==> config.mk <==
export PLATFORM = sky130hd
export DESIGN_NAME = set_assoc_lru_cache
export DESIGN_NICKNAME = d
export VERILOG_FILES = /design/src/sv/salc_pkg.sv /design/src/sv/set_assoc_lru_cache.sv /design/src/sv/salc_ctrl.sv /design/src/sv/salc_dp.sv
export VERILOG_INCLUDE_DIRS = /design/src /design/src/sv
export SDC_FILE = /design/constraint.sdc
export NUM_CORES = 1
export LEC_CHECK = 0
export BUFFER_PORTS_ARGS = -buffer_cell sky130_fd_sc_hd__buf_2
export CAP_MARGIN = 10
export CORE_ASPECT_RATIO = 0.75
export CORE_MARGIN = 2
export CORE_UTILIZATION = 50
export DETAILED_ROUTE_END_ITERATION = 7
export GPL_TIMING_DRIVEN = 0
export PLACE_DENSITY = 0.74
export SLEW_MARGIN = 5
export SYNTH_ARGS = -nofsm -noshare
export SYNTH_HDL_FRONTEND = slang
export SYNTH_SLANG_ARGS = --single-unit
==> constraint.sdc <==
create_clock -name clk -period 5.7 [get_ports clk]
set_input_delay 0.855 -clock clk [delete_from_list [all_inputs] [get_ports clk]]
set_output_delay 0.855 -clock clk [all_outputs]
set_load 0.05 [all_outputs]
==> src/sv/set_assoc_lru_cache_assert.svh <==
// ----------------------------------------------------------------------------
// Assertion macros for the set-associative LRU cache tag store
// Each macro builds one labelled concurrent assertion. It is clocked on clk
// and disabled while arst_n is low.
// ----------------------------------------------------------------------------
`ifndef SET_ASSOC_LRU_CACHE_ASSERT_SVH
`define SET_ASSOC_LRU_CACHE_ASSERT_SVH

// The consequent must hold in the same cycle as the antecedent.
`define SALC_ASSERT_SAME(label, ante, cons) \
	label: assert property (@(posedge clk) disable iff (!arst_n) (ante) |-> (cons)) \
		else $error("set_assoc_lru_cache: same-cycle check failed");

// The consequent must hold in the cycle after the antecedent.
`define SALC_ASSERT_NEXT(label, ante, cons) \
	label: assert property (@(posedge clk) disable iff (!arst_n) (ante) |=> (cons)) \
		else $error("set_assoc_lru_cache: next-cycle check failed");

`endif

==> src/sv/salc_pkg.sv <==
// ----------------------------------------------------------------------------
// Set-associative LRU cache package
// Geometry constants, request and response types and the command bundle
// that the controller sends to the datapath.
// ----------------------------------------------------------------------------
package salc_pkg;

	// Number of sets. It must be a power of two, so that the set index is the
	// low bits of the block number and the tag is the rest.
	localparam int unsigned SETS       = 4;
	localparam int unsigned SET_W      = $clog2(SETS);
	localparam int unsigned BLOCK_BITS = 16;
	localparam int unsigned TAG_W      = BLOCK_BITS - SET_W;
	localparam int unsigned DEF_WAYS   = 2;

	// Request actions.
	localparam logic [1:0] ACT_LOAD  = 2'd0;
	localparam logic [1:0] ACT_STORE = 2'd1;
	localparam logic [1:0] ACT_PROBE = 2'd2;

	typedef struct packed {
		logic [1:0]  action;
		logic [15:0] block_number;
	} req_item_t;

	typedef struct packed {
		logic hit;
		logic way_used;
		logic writeback;
	} rsp_item_t;

	typedef struct packed {
		logic capture;
		logic commit;
	} salc_cmd_t;

endpackage

==> src/sv/set_assoc_lru_cache.sv <==
// An accepted request is latched together with its set row; the lookup
// state then commits it to the response register and raises rsp_valid.
// A new request is taken only after the previous one has committed, since
// the set row memory is read on accept and written back by the lookup cycle.
// A stalled response holds the lookup cycle until the response register frees.
// Reset clears all valid bits at once; there is no clearing pass, and the
// tag, age and dirty memory is left unreset.
// ----------------------------------------------------------------------------
// Set-associative LRU cache tag store
// Each request carries a block number and an action (load, store or probe).
// The low bits of the block number select the set and the rest form the tag.
// All ways of the set are compared together. A load or store that misses
// takes the first invalid way, otherwise the least recently used one, and
// reports whether a valid dirty line was evicted. Loads and stores make the
// line the most recently used; a store marks it dirty, a load hit keeps the
// mark. A probe reports hit and way and changes nothing.
// ----------------------------------------------------------------------------
module set_assoc_lru_cache import salc_pkg::*; #(
	parameter int unsigned WAYS = DEF_WAYS
) (
	input  logic      clk,
	input  logic      arst_n,
	input  logic      req_valid,
	output logic      req_stall,
	input  req_item_t req,
	output logic      rsp_valid,
	input  logic      rsp_stall,
	output rsp_item_t rsp
);

	// Command bundle from the sequencer: capture latches the request and
	// launches the set row read; commit writes the updated row back for a
	// load or store and loads the response register.
	salc_cmd_t cmd;

	// The controller owns the handshakes and the response valid flag.
	salc_ctrl u_ctrl (
		.clk       (clk),
		.arst_n    (arst_n),
		.req_valid (req_valid),
		.req_stall (req_stall),
		.rsp_valid (rsp_valid),
		.rsp_stall (rsp_stall),
		.cmd       (cmd)
	);

	// The datapath holds the set rows, the valid bits and the response
	// payload register.
	salc_dp #(
		.WAYS (WAYS)
	) u_dp (
		.clk    (clk),
		.arst_n (arst_n),
		.cmd    (cmd),
		.req    (req),
		.rsp    (rsp)
	);

endmodule

==> src/sv/salc_ctrl.sv <==
// ----------------------------------------------------------------------------
// Set-associative LRU cache controller
// Two-state sequencer: it takes a request, then commits the lookup once the
// response register is free.
// ----------------------------------------------------------------------------
`include "set_assoc_lru_cache_assert.svh"

module salc_ctrl import salc_pkg::*; (
	input  logic      clk,
	input  logic      arst_n,
	input  logic      req_valid,
	output logic      req_stall,
	output logic      rsp_valid,
	input  logic      rsp_stall,
	output salc_cmd_t cmd
);

	localparam logic ST_IDLE   = 1'b0;
	localparam logic ST_LOOKUP = 1'b1;

	logic state_q;
	logic state_d;
	logic rsp_valid_q;
	logic accept;
	logic rsp_free;

	assign req_stall = (state_q == ST_LOOKUP);
	assign accept    = req_valid && !req_stall;
	assign rsp_free  = !rsp_valid_q || !rsp_stall;

	assign cmd.capture = accept;
	assign cmd.commit  = (state_q == ST_LOOKUP) && rsp_free;
	assign rsp_valid   = rsp_valid_q;

	always_comb begin
		state_d = state_q;
		case (state_q)
			ST_IDLE: begin
				if (accept) begin
					state_d = ST_LOOKUP;
				end
			end
			ST_LOOKUP: begin
				if (rsp_free) begin
					state_d = ST_IDLE;
				end
			end
			default: begin
				state_d = ST_IDLE;
			end
		endcase
	end

	always_ff @(posedge clk or negedge arst_n) begin
		if (!arst_n) begin
			state_q     <= ST_IDLE;
			rsp_valid_q <= 1'b0;
		end else begin
			state_q <= state_d;
			if (cmd.commit) begin
				rsp_valid_q <= 1'b1;
			end else if (!rsp_stall) begin
				rsp_valid_q <= 1'b0;
			end
		end
	end

	`SALC_ASSERT_NEXT(a_accept_to_lookup, req_valid && !req_stall, state_q == ST_LOOKUP)
	`SALC_ASSERT_NEXT(a_lookup_waits, (state_q == ST_LOOKUP) && rsp_valid && rsp_stall, state_q == ST_LOOKUP)
	`SALC_ASSERT_NEXT(a_commit_shows, cmd.commit, rsp_valid)
	`SALC_ASSERT_SAME(a_no_overlap, cmd.capture, !cmd.commit)

endmodule

==> src/sv/salc_dp.sv <==
// ----------------------------------------------------------------------------
// Set-associative LRU cache datapath
// Set row memory, valid bits, tag compare, victim choice and recency update.
// ----------------------------------------------------------------------------
module salc_dp import salc_pkg::*; #(
	parameter int unsigned WAYS = DEF_WAYS
) (
	input  logic      clk,
	input  logic      arst_n,
	input  salc_cmd_t cmd,
	input  req_item_t req,
	output rsp_item_t rsp
);

	localparam int unsigned WAY_W = (WAYS > 1) ? $clog2(WAYS) : 1;
	localparam logic [WAY_W-1:0] LRU_RANK = WAY_W'(WAYS - 1);

	typedef struct packed {
		logic [WAYS-1:0][TAG_W-1:0] tag;
		logic [WAYS-1:0][WAY_W-1:0] rank;
		logic [WAYS-1:0]            dirty;
	} row_t;

	row_t            mem_q [SETS];
	logic [WAYS-1:0] valid_q [SETS];

	req_item_t        req_s1;
	row_t             row_s1;
	row_t             row_n;
	rsp_item_t        rsp_q;
	logic [SET_W-1:0] set_in;
	logic [SET_W-1:0] set_s1;
	logic [TAG_W-1:0] tag_s1;
	logic [WAYS-1:0]  vld;
	logic [WAYS-1:0]  vld_n;
	logic [WAYS-1:0]  match;
	logic             hit;
	logic             free_any;
	logic             update;
	logic             store;
	logic             writeback;
	logic [WAY_W-1:0] hit_way;
	logic [WAY_W-1:0] free_way;
	logic [WAY_W-1:0] lru_way;
	logic [WAY_W-1:0] way_sel;

	assign set_in = req.block_number[SET_W-1:0];
	assign set_s1 = req_s1.block_number[SET_W-1:0];
	assign tag_s1 = req_s1.block_number[BLOCK_BITS-1:SET_W];
	assign vld    = valid_q[set_s1];
	assign update = req_s1.action inside {ACT_LOAD, ACT_STORE};
	assign store  = (req_s1.action == ACT_STORE);

	// Compare all ways of the set and pick the hit, free and LRU ways.
	// In a full set the ages form a permutation, so the oldest line has the
	// largest possible age.
	always_comb begin
		logic found_hit;
		logic found_free;
		logic found_lru;
		found_hit  = 1'b0;
		found_free = 1'b0;
		found_lru  = 1'b0;
		hit_way    = '0;
		free_way   = '0;
		lru_way    = '0;
		for (int k = 0; k < WAYS; k++) begin
			match[k] = vld[k] && (row_s1.tag[k] == tag_s1);
			if (match[k] && !found_hit) begin
				hit_way   = WAY_W'(k);
				found_hit = 1'b1;
			end
			if (!vld[k] && !found_free) begin
				free_way   = WAY_W'(k);
				found_free = 1'b1;
			end
			if ((row_s1.rank[k] == LRU_RANK) && !found_lru) begin
				lru_way   = WAY_W'(k);
				found_lru = 1'b1;
			end
		end
		hit      = found_hit;
		free_any = found_free;
	end

	always_comb begin
		if (hit) begin
			way_sel = hit_way;
		end else if (update) begin
			way_sel = free_any ? free_way : lru_way;
		end else begin
			way_sel = '0;
		end
	end

	assign writeback = update && !hit && vld[way_sel] && row_s1.dirty[way_sel];
	assign vld_n     = vld | (WAYS'(1) << way_sel);

	// New row contents: age the younger lines, install the tag on a miss and
	// track the dirty mark.
	always_comb begin
		row_n = row_s1;
		for (int k = 0; k < WAYS; k++) begin
			if ((WAY_W'(k) != way_sel) && vld[k] &&
				(!hit || (row_s1.rank[k] < row_s1.rank[way_sel]))) begin
				row_n.rank[k] = row_s1.rank[k] + 1'b1;
			end
		end
		row_n.rank[way_sel] = '0;
		if (!hit) begin
			row_n.tag[way_sel]   = tag_s1;
			row_n.dirty[way_sel] = 1'b0;
		end
		if (store) begin
			row_n.dirty[way_sel] = 1'b1;
		end
	end

	always_ff @(posedge clk) begin
		if (cmd.capture) begin
			req_s1 <= req;
			row_s1 <= mem_q[set_in];
		end
		if (cmd.commit && update) begin
			mem_q[set_s1] <= row_n;
		end
		if (cmd.commit) begin
			rsp_q.hit       <= hit;
			rsp_q.way_used  <= way_sel[0];
			rsp_q.writeback <= writeback;
		end
	end

	always_ff @(posedge clk or negedge arst_n) begin
		if (!arst_n) begin
			for (int s = 0; s < SETS; s++) begin
				valid_q[s] <= '0;
			end
		end else if (cmd.commit && update) begin
			valid_q[set_s1] <= vld_n;
		end
	end

	assign rsp = rsp_q;

endmodule
# Word level (Yosys, flattened, before mapping)
# Memories as Yosys holds them, arrays and structs flattened. A register that Yosys moved wholly into a read port is not among the register bits.
# Index checks and enable logic that the tools add are counted.
# classes
add_sub_neg	2
order_cmp	6
eq_ne	4
n_shift	1
n_mux	40
bitwise	8
n_reduce_logical	29
# ops
op	count
$bwmux W28	1
$eq A14 B14 Y1	2
$mux W28	1
$mux W1	26
$logic_and A1 B1 Y1	17
$demux W14 S1	1
$mux W14	1
$mux W2	5
$bwmux W8	1
$logic_not A1 Y1	7
$and A2 B2 Y2	2
$bmux W2 S2	1
$demux W2 S2	1
$or A2 B2 Y2	2
$ge A3 B3 Y1 const B	1
$logic_or A1 B1 Y1	3
$lt A3 B1 Y1 const B	1
$not A2 Y3	1
$add A1 B1 Y1 const B	2
$eq A2 B1 Y1 const B	1
$logic_not A2 Y1	1
$lt A1 B1 Y1	2
$lt A1 B2 Y1 const B	1
$ne A2 B1 Y1 const B	1
7 further kinds	8
# totals
ff_bits	31
ram_bits	128
in_bits	22
out_inout_bits	5
mem_count	1
# memory_table
name	depth	word_bits	rd	rd_clocked_by_memory_dff	wr	line	text
u_dp.mem_q	4	32	1	1	1	salc_dp.sv:24	row_t mem_q [SETS];

# Depth between registers and ports, before layout
# depth
word_depth	19
ltp_mapped	7

# Modules after synthesis
# Synthesis repeated with hierarchy kept, for this count alone.
# hier_totals
hier_cells	371
area_unflattened_um2	7553.5
# by_module_without_submodules
module	instances	cells_per_inst	area_each_um2	seq_area_each_um2
salc_dp	1	364	7462.2	5635.4
salc_ctrl	1	7	91.3	50.0

# Worst setup path before layout
# OpenSTA, ideal clock, no wires.
# synth_path
path_kind	in2reg
start	input port rsp_stall
end	register u_dp.valid_q[6] (netlist name)
setup_ns	0.080
t_arrival_ns	4.835
t_required_ns	5.620
setup_slack_ns	0.785
path_stages	4
cell_sequence	nand2_1 nand2_1 nor4_1 mux2_2
# synth_between
elab_chain_len	4
# synth_lines
element	line	text
from (decl)	set_assoc_lru_cache.sv:27	input logic rsp_stall,
$logic_not A1 Y1	salc_ctrl.sv:29	assign rsp_free = !rsp_valid_q || !rsp_stall;
$logic_or A1 B1 Y1	salc_ctrl.sv:29	
$logic_and A1 B1 Y1	salc_ctrl.sv:32	assign cmd.commit = (state_q == ST_LOOKUP) && rsp_free;
$logic_and A1 B1 Y1	salc_dp.sv:139	end else if (cmd.commit && update) begin
to (signal, indexed assignment)	salc_dp.sv:140	valid_q[set_s1] <= vld_n;
to (decl)	salc_dp.sv:25	logic [WAYS-1:0] valid_q [SETS];
# Every way passes these cells.
# A chain may end at the register's enable or synchronous reset.

==> run summary <==
Setup repair after global routing left no endpoint under its margin. The worst setup path startpoint is u_dp.req_s1[15]. The count of different cell masters after synthesis came out at 37. The height of the die is 111 µm. The proportion of power drawn by combinational gates is 13.5%.

Data on the critical path is required at its endpoint by 5.88 ns. Max-cap violations in this run came to 0. The first global-routing pass estimated 22,600 µm of wire. The die width is 146 µm. The number of top-level pins is 27.

The post-synthesis average cell area came out at 20.7 µm². The area of the core region came out at 0.0146 mm². The highest clock frequency the design can meet is 0.351 GHz. The headroom to the max-slew limit came out at 33.4%.

The dominant register cell in the synthesized netlist is edfxtp_1. The layout-stage area growth over the synthesis result is 14.2%. The worst IR drop on VDD came out at 0.226 mV.

The parity-gate share of the synthesized area counting xor and xnor cells came out at 3.46%. The HPWL reported at the end of detailed placement is 9180 µm. The power density of the placed cells is 384 mW/mm².

The analysis attributes to cell leakage a power of 2.88 nW. The simple-gate share of the synthesized area came out at 3.61%. By area, the combinational part of the netlist is dominated by multiplexers.

The count of instances resized after the clock tree is built is 0. After clock tree synthesis, the clock-pin slew on the worst setup and hold paths is 0.07 ns. For this design, the CTS-stage hold fixing added 0 buffers. Using the TritonRoute via totals, the vias-per-cell ratio works out to 5.85. The per-cell routed wire length came out at 22.3 µm.

The worst reg-to-reg path cell count came out at 6. Routability-driven placement finished with a final weighted congestion of 0.832. The internal power contribution came out at 0.00249 W. The total routing usage reported by global routing is 18.9%. The area share of the largest cell type after synthesis is 71.6%. The clock buffer count from CTS is 17. The number of register bits inferred by synthesis is 191. The proportion of layout cells with a drive suffix above 1 came out at 33.8%.

The maximum buffer depth of the clock tree came out at 2. The kind of start point of the critical path is a register. The net count reported at finish is 441. The critical path is of the reg2reg type. The worst clock skew on the final layout came out at 0.0137 ns. The antenna diode instance count is 0. The maximum fanout along the worst path is 6. Synthesis produced 366 cells. In the synthesized netlist the async set-or-reset flop fraction comes to 5.24%.

The adder-cell share of the synthesized area is 0%. After detailed placement, the design holds a cell count of 600. The count of endpoints failing hold in the final timing report came out at 0.

The reg-to-reg critical path startpoint is u_dp.req_s1[15]. TritonCTS built the clock tree. The overall die area is 0.0162 mm². Detailed routing inserted a total of 3,697 vias. The endpoint of the worst register-to-register path is u_dp.mem_q[0][1]. The power share of the clock group came out at 33.8%. The count of filler cells inserted in the layout is 1,069. The H-tree was split into 4 levels. The number of I/O port buffers is 26. The clock insertion delay at the later pin of the skew report is 0.43 ns. The actual slew at the worst max-slew pin came out at 0.999 ns. The residual antenna-violating net count after detailed routing came out at 0.

The via count of the first global-routing pass is 3,826. The final critical-path setup slack is 2.85 ns. The total net switching power came out at 0.000835 W. The number of buffers inserted to repair setup after CTS is 0. The register-to-register setup slack came out at 2.85 ns. The clock sink count is 191. The number of search-and-repair iterations in the first detailed-routing pass came out at 4. The remaining global-route overflow came out at 0. Once the floorplan was initialized, standard cells occupied 51.9% of the core. The count of final max-slew check failures is 0. The complex-gate fraction of the synthesized area is 1.89%. The class of the worst hold path is in2async. The number of setup violations in the final report came out at 0.

The number of flops mapped to enable cells by yosys is 181. Of the available clock period, the critical path in the final layout requires 50.0%. The sequential power share came out at 52.7%.

The synthesized design spends more area on one cell type than any other, namely edfxtp_1. The post-detailed-routing wire length came out at 14,100 µm. After detailed routing, the number of remaining DRC violations is 0.

After synthesis, the share of cell area in mux cells is 15.3%. The flow ran to the end, and the final reports show no timing, DRC or antenna violations. The root buffer cell chosen for the clock tree is clkbuf_16. The maximum number of pins on one net before global-route repair is 35. The overall power after layout is 0.00333 W.

The netlist area before placement is 0.00759 mm². The total number of placement rows is 38. The finished layout holds 632 standard cells, fillers aside. The synthesized net count came out at 388. Yosys printed 0 warnings. The worst setup path is captured at a register. The part of the Yosys area used for sequential elements came out at 74.9%. The fraction of power spent switching nets came out at 25.1%.

The shortest clock period the worst path allows after layout came out at 2.85 ns. Yosys attributes the largest share of cell area to edfxtp_1 (72%), mux4_2 (10%), mux2_2 (3.4%). In this run the worst setup path terminates at u_dp.mem_q[0][1]. In this run, the number of DRC markers left after iteration 0 of detailed routing was 385. The initial antenna violation count came out at 0.

The worst slack at placement came out at 2.67 ns. At the worst endpoint, the arrival time is 3.03 ns.
[cell usage in the layout (no fill, tap or decap), types with 3 or more instances in the layout]
master     count
a21o_1         4
mux2_2        23
mux4_2        34
nand2_1        6
dfrtp_1       10
buf_1          4
clkinv_2       4
clkbuf_16     17
buf_2         26
inv_1          4
xor2_1        20
nand4_1        4
o21ai_0        3
and4_1         3
nor4_1         9
inv_6          5
edfxtp_1     181
nor2_1         6
buf_4          5
xnor2_1       10
clkbuf_1       3
a21oi_1        4
mux2_4         9
nand3_1        3
[worst max-delay path: stages (launching register included)]
cell and delay [ns]:
edfxtp_1 0.46, xnor2_1 0.35, nand4_1 0.14, nor3b_1 0.68
a21oi_4 0.16, nor2_1 0.38, a2bb2oi_1 0.43
[per-layer routing]
metal	routed length, µm	GRT usage, %	vias up
met4	184	6.08	0
met5	0	0	-
li1	-	-	1601
met3	956	4.57	23
met2	6360	27.8	156
met1	6610	28.4	1917
[cells in the mapped netlist, types with 3 or more instances]
library cell,number
edfxtp_1,181
mux2_2,23
inv_1,4
nand4_1,4
a21o_1,4
clkbuf_1,3
and4_1,3
xnor2_1,10
nor2_1,8
mux2_4,9
buf_1,4
mux4_2,34
xor2_1,20
nand3_1,3
a21oi_1,4
o21ai_0,3
dfrtp_1,10
nor4_1,10
nand2_1,6
[flip-flops by register name, summed over array words and instances, names as in the netlist]
register,flops
u_dp.row_s1,32
u_ctrl.req_stall,1
u_dp.mem_q,128
u_dp.req_s1,18
u_dp.valid_q,8
u_dp.rsp,3
u_ctrl.rsp_valid,1
[through the flow]
step	hold WS (ns)	utilization [%]	instance area (µm²)	setup TNS (ns)
after floorplan	0.423	-	7590	0
after global placement	0.433	54.5	7970	-62.45
after detailed placement	0.448	55.4	8110	0
after CTS	0.280	59.2	8670	0
after global routing	0.289	59.2	8670	0
final	0.282	59.2	8670	0
[cell families after synthesis]
kind of cell / count (synthesis)
AND/OR/NAND/NOR: 47
XOR/XNOR: 30
flip-flops: 191
buffers and inverters: 14
multiplexers: 66
AO/OA/AOI/OAI: 18
[cell type report]
class	count	area (µm²)	area share [%]
sequential	191	5690	65.6
tap	200	250	2.89
clock inverter	15	133	1.53
timing repair buffer	34	239	2.76
inverter	5	18.8	0.216
clock buffer	17	425	4.91
multi-input combinational	161	1870	21.6
buffer	9	48.8	0.563
[power groups by stage]
stage          combinational [W]  clock (W)  sequential, W
6_report                0.000450    0.00112        0.00175
5_1_grt                 0.000487    0.00121        0.00176
4_1_cts                 0.000450    0.00115        0.00175
3_5_place_dp            0.000448          0        0.00178
3_3_place_gp            0.000419          0        0.00178
2_1_floorplan           0.000304          0        0.00178
[worst min-delay path by stage]
stage | to | slack [ns] | cells after the start
2_1_floorplan | u_dp.valid_q[3] | 0.42 | 1
3_3_place_gp | u_dp.valid_q[3] | 0.43 | 1
3_5_place_dp | u_dp.valid_q[5] | 0.45 | 1
4_1_cts | u_ctrl.req_stall | 0.28 | 1
5_1_grt | u_dp.valid_q[3] | 0.29 | 1
6_report | u_dp.valid_q[3] | 0.28 | 1
(Power assumes the default switching activity.)
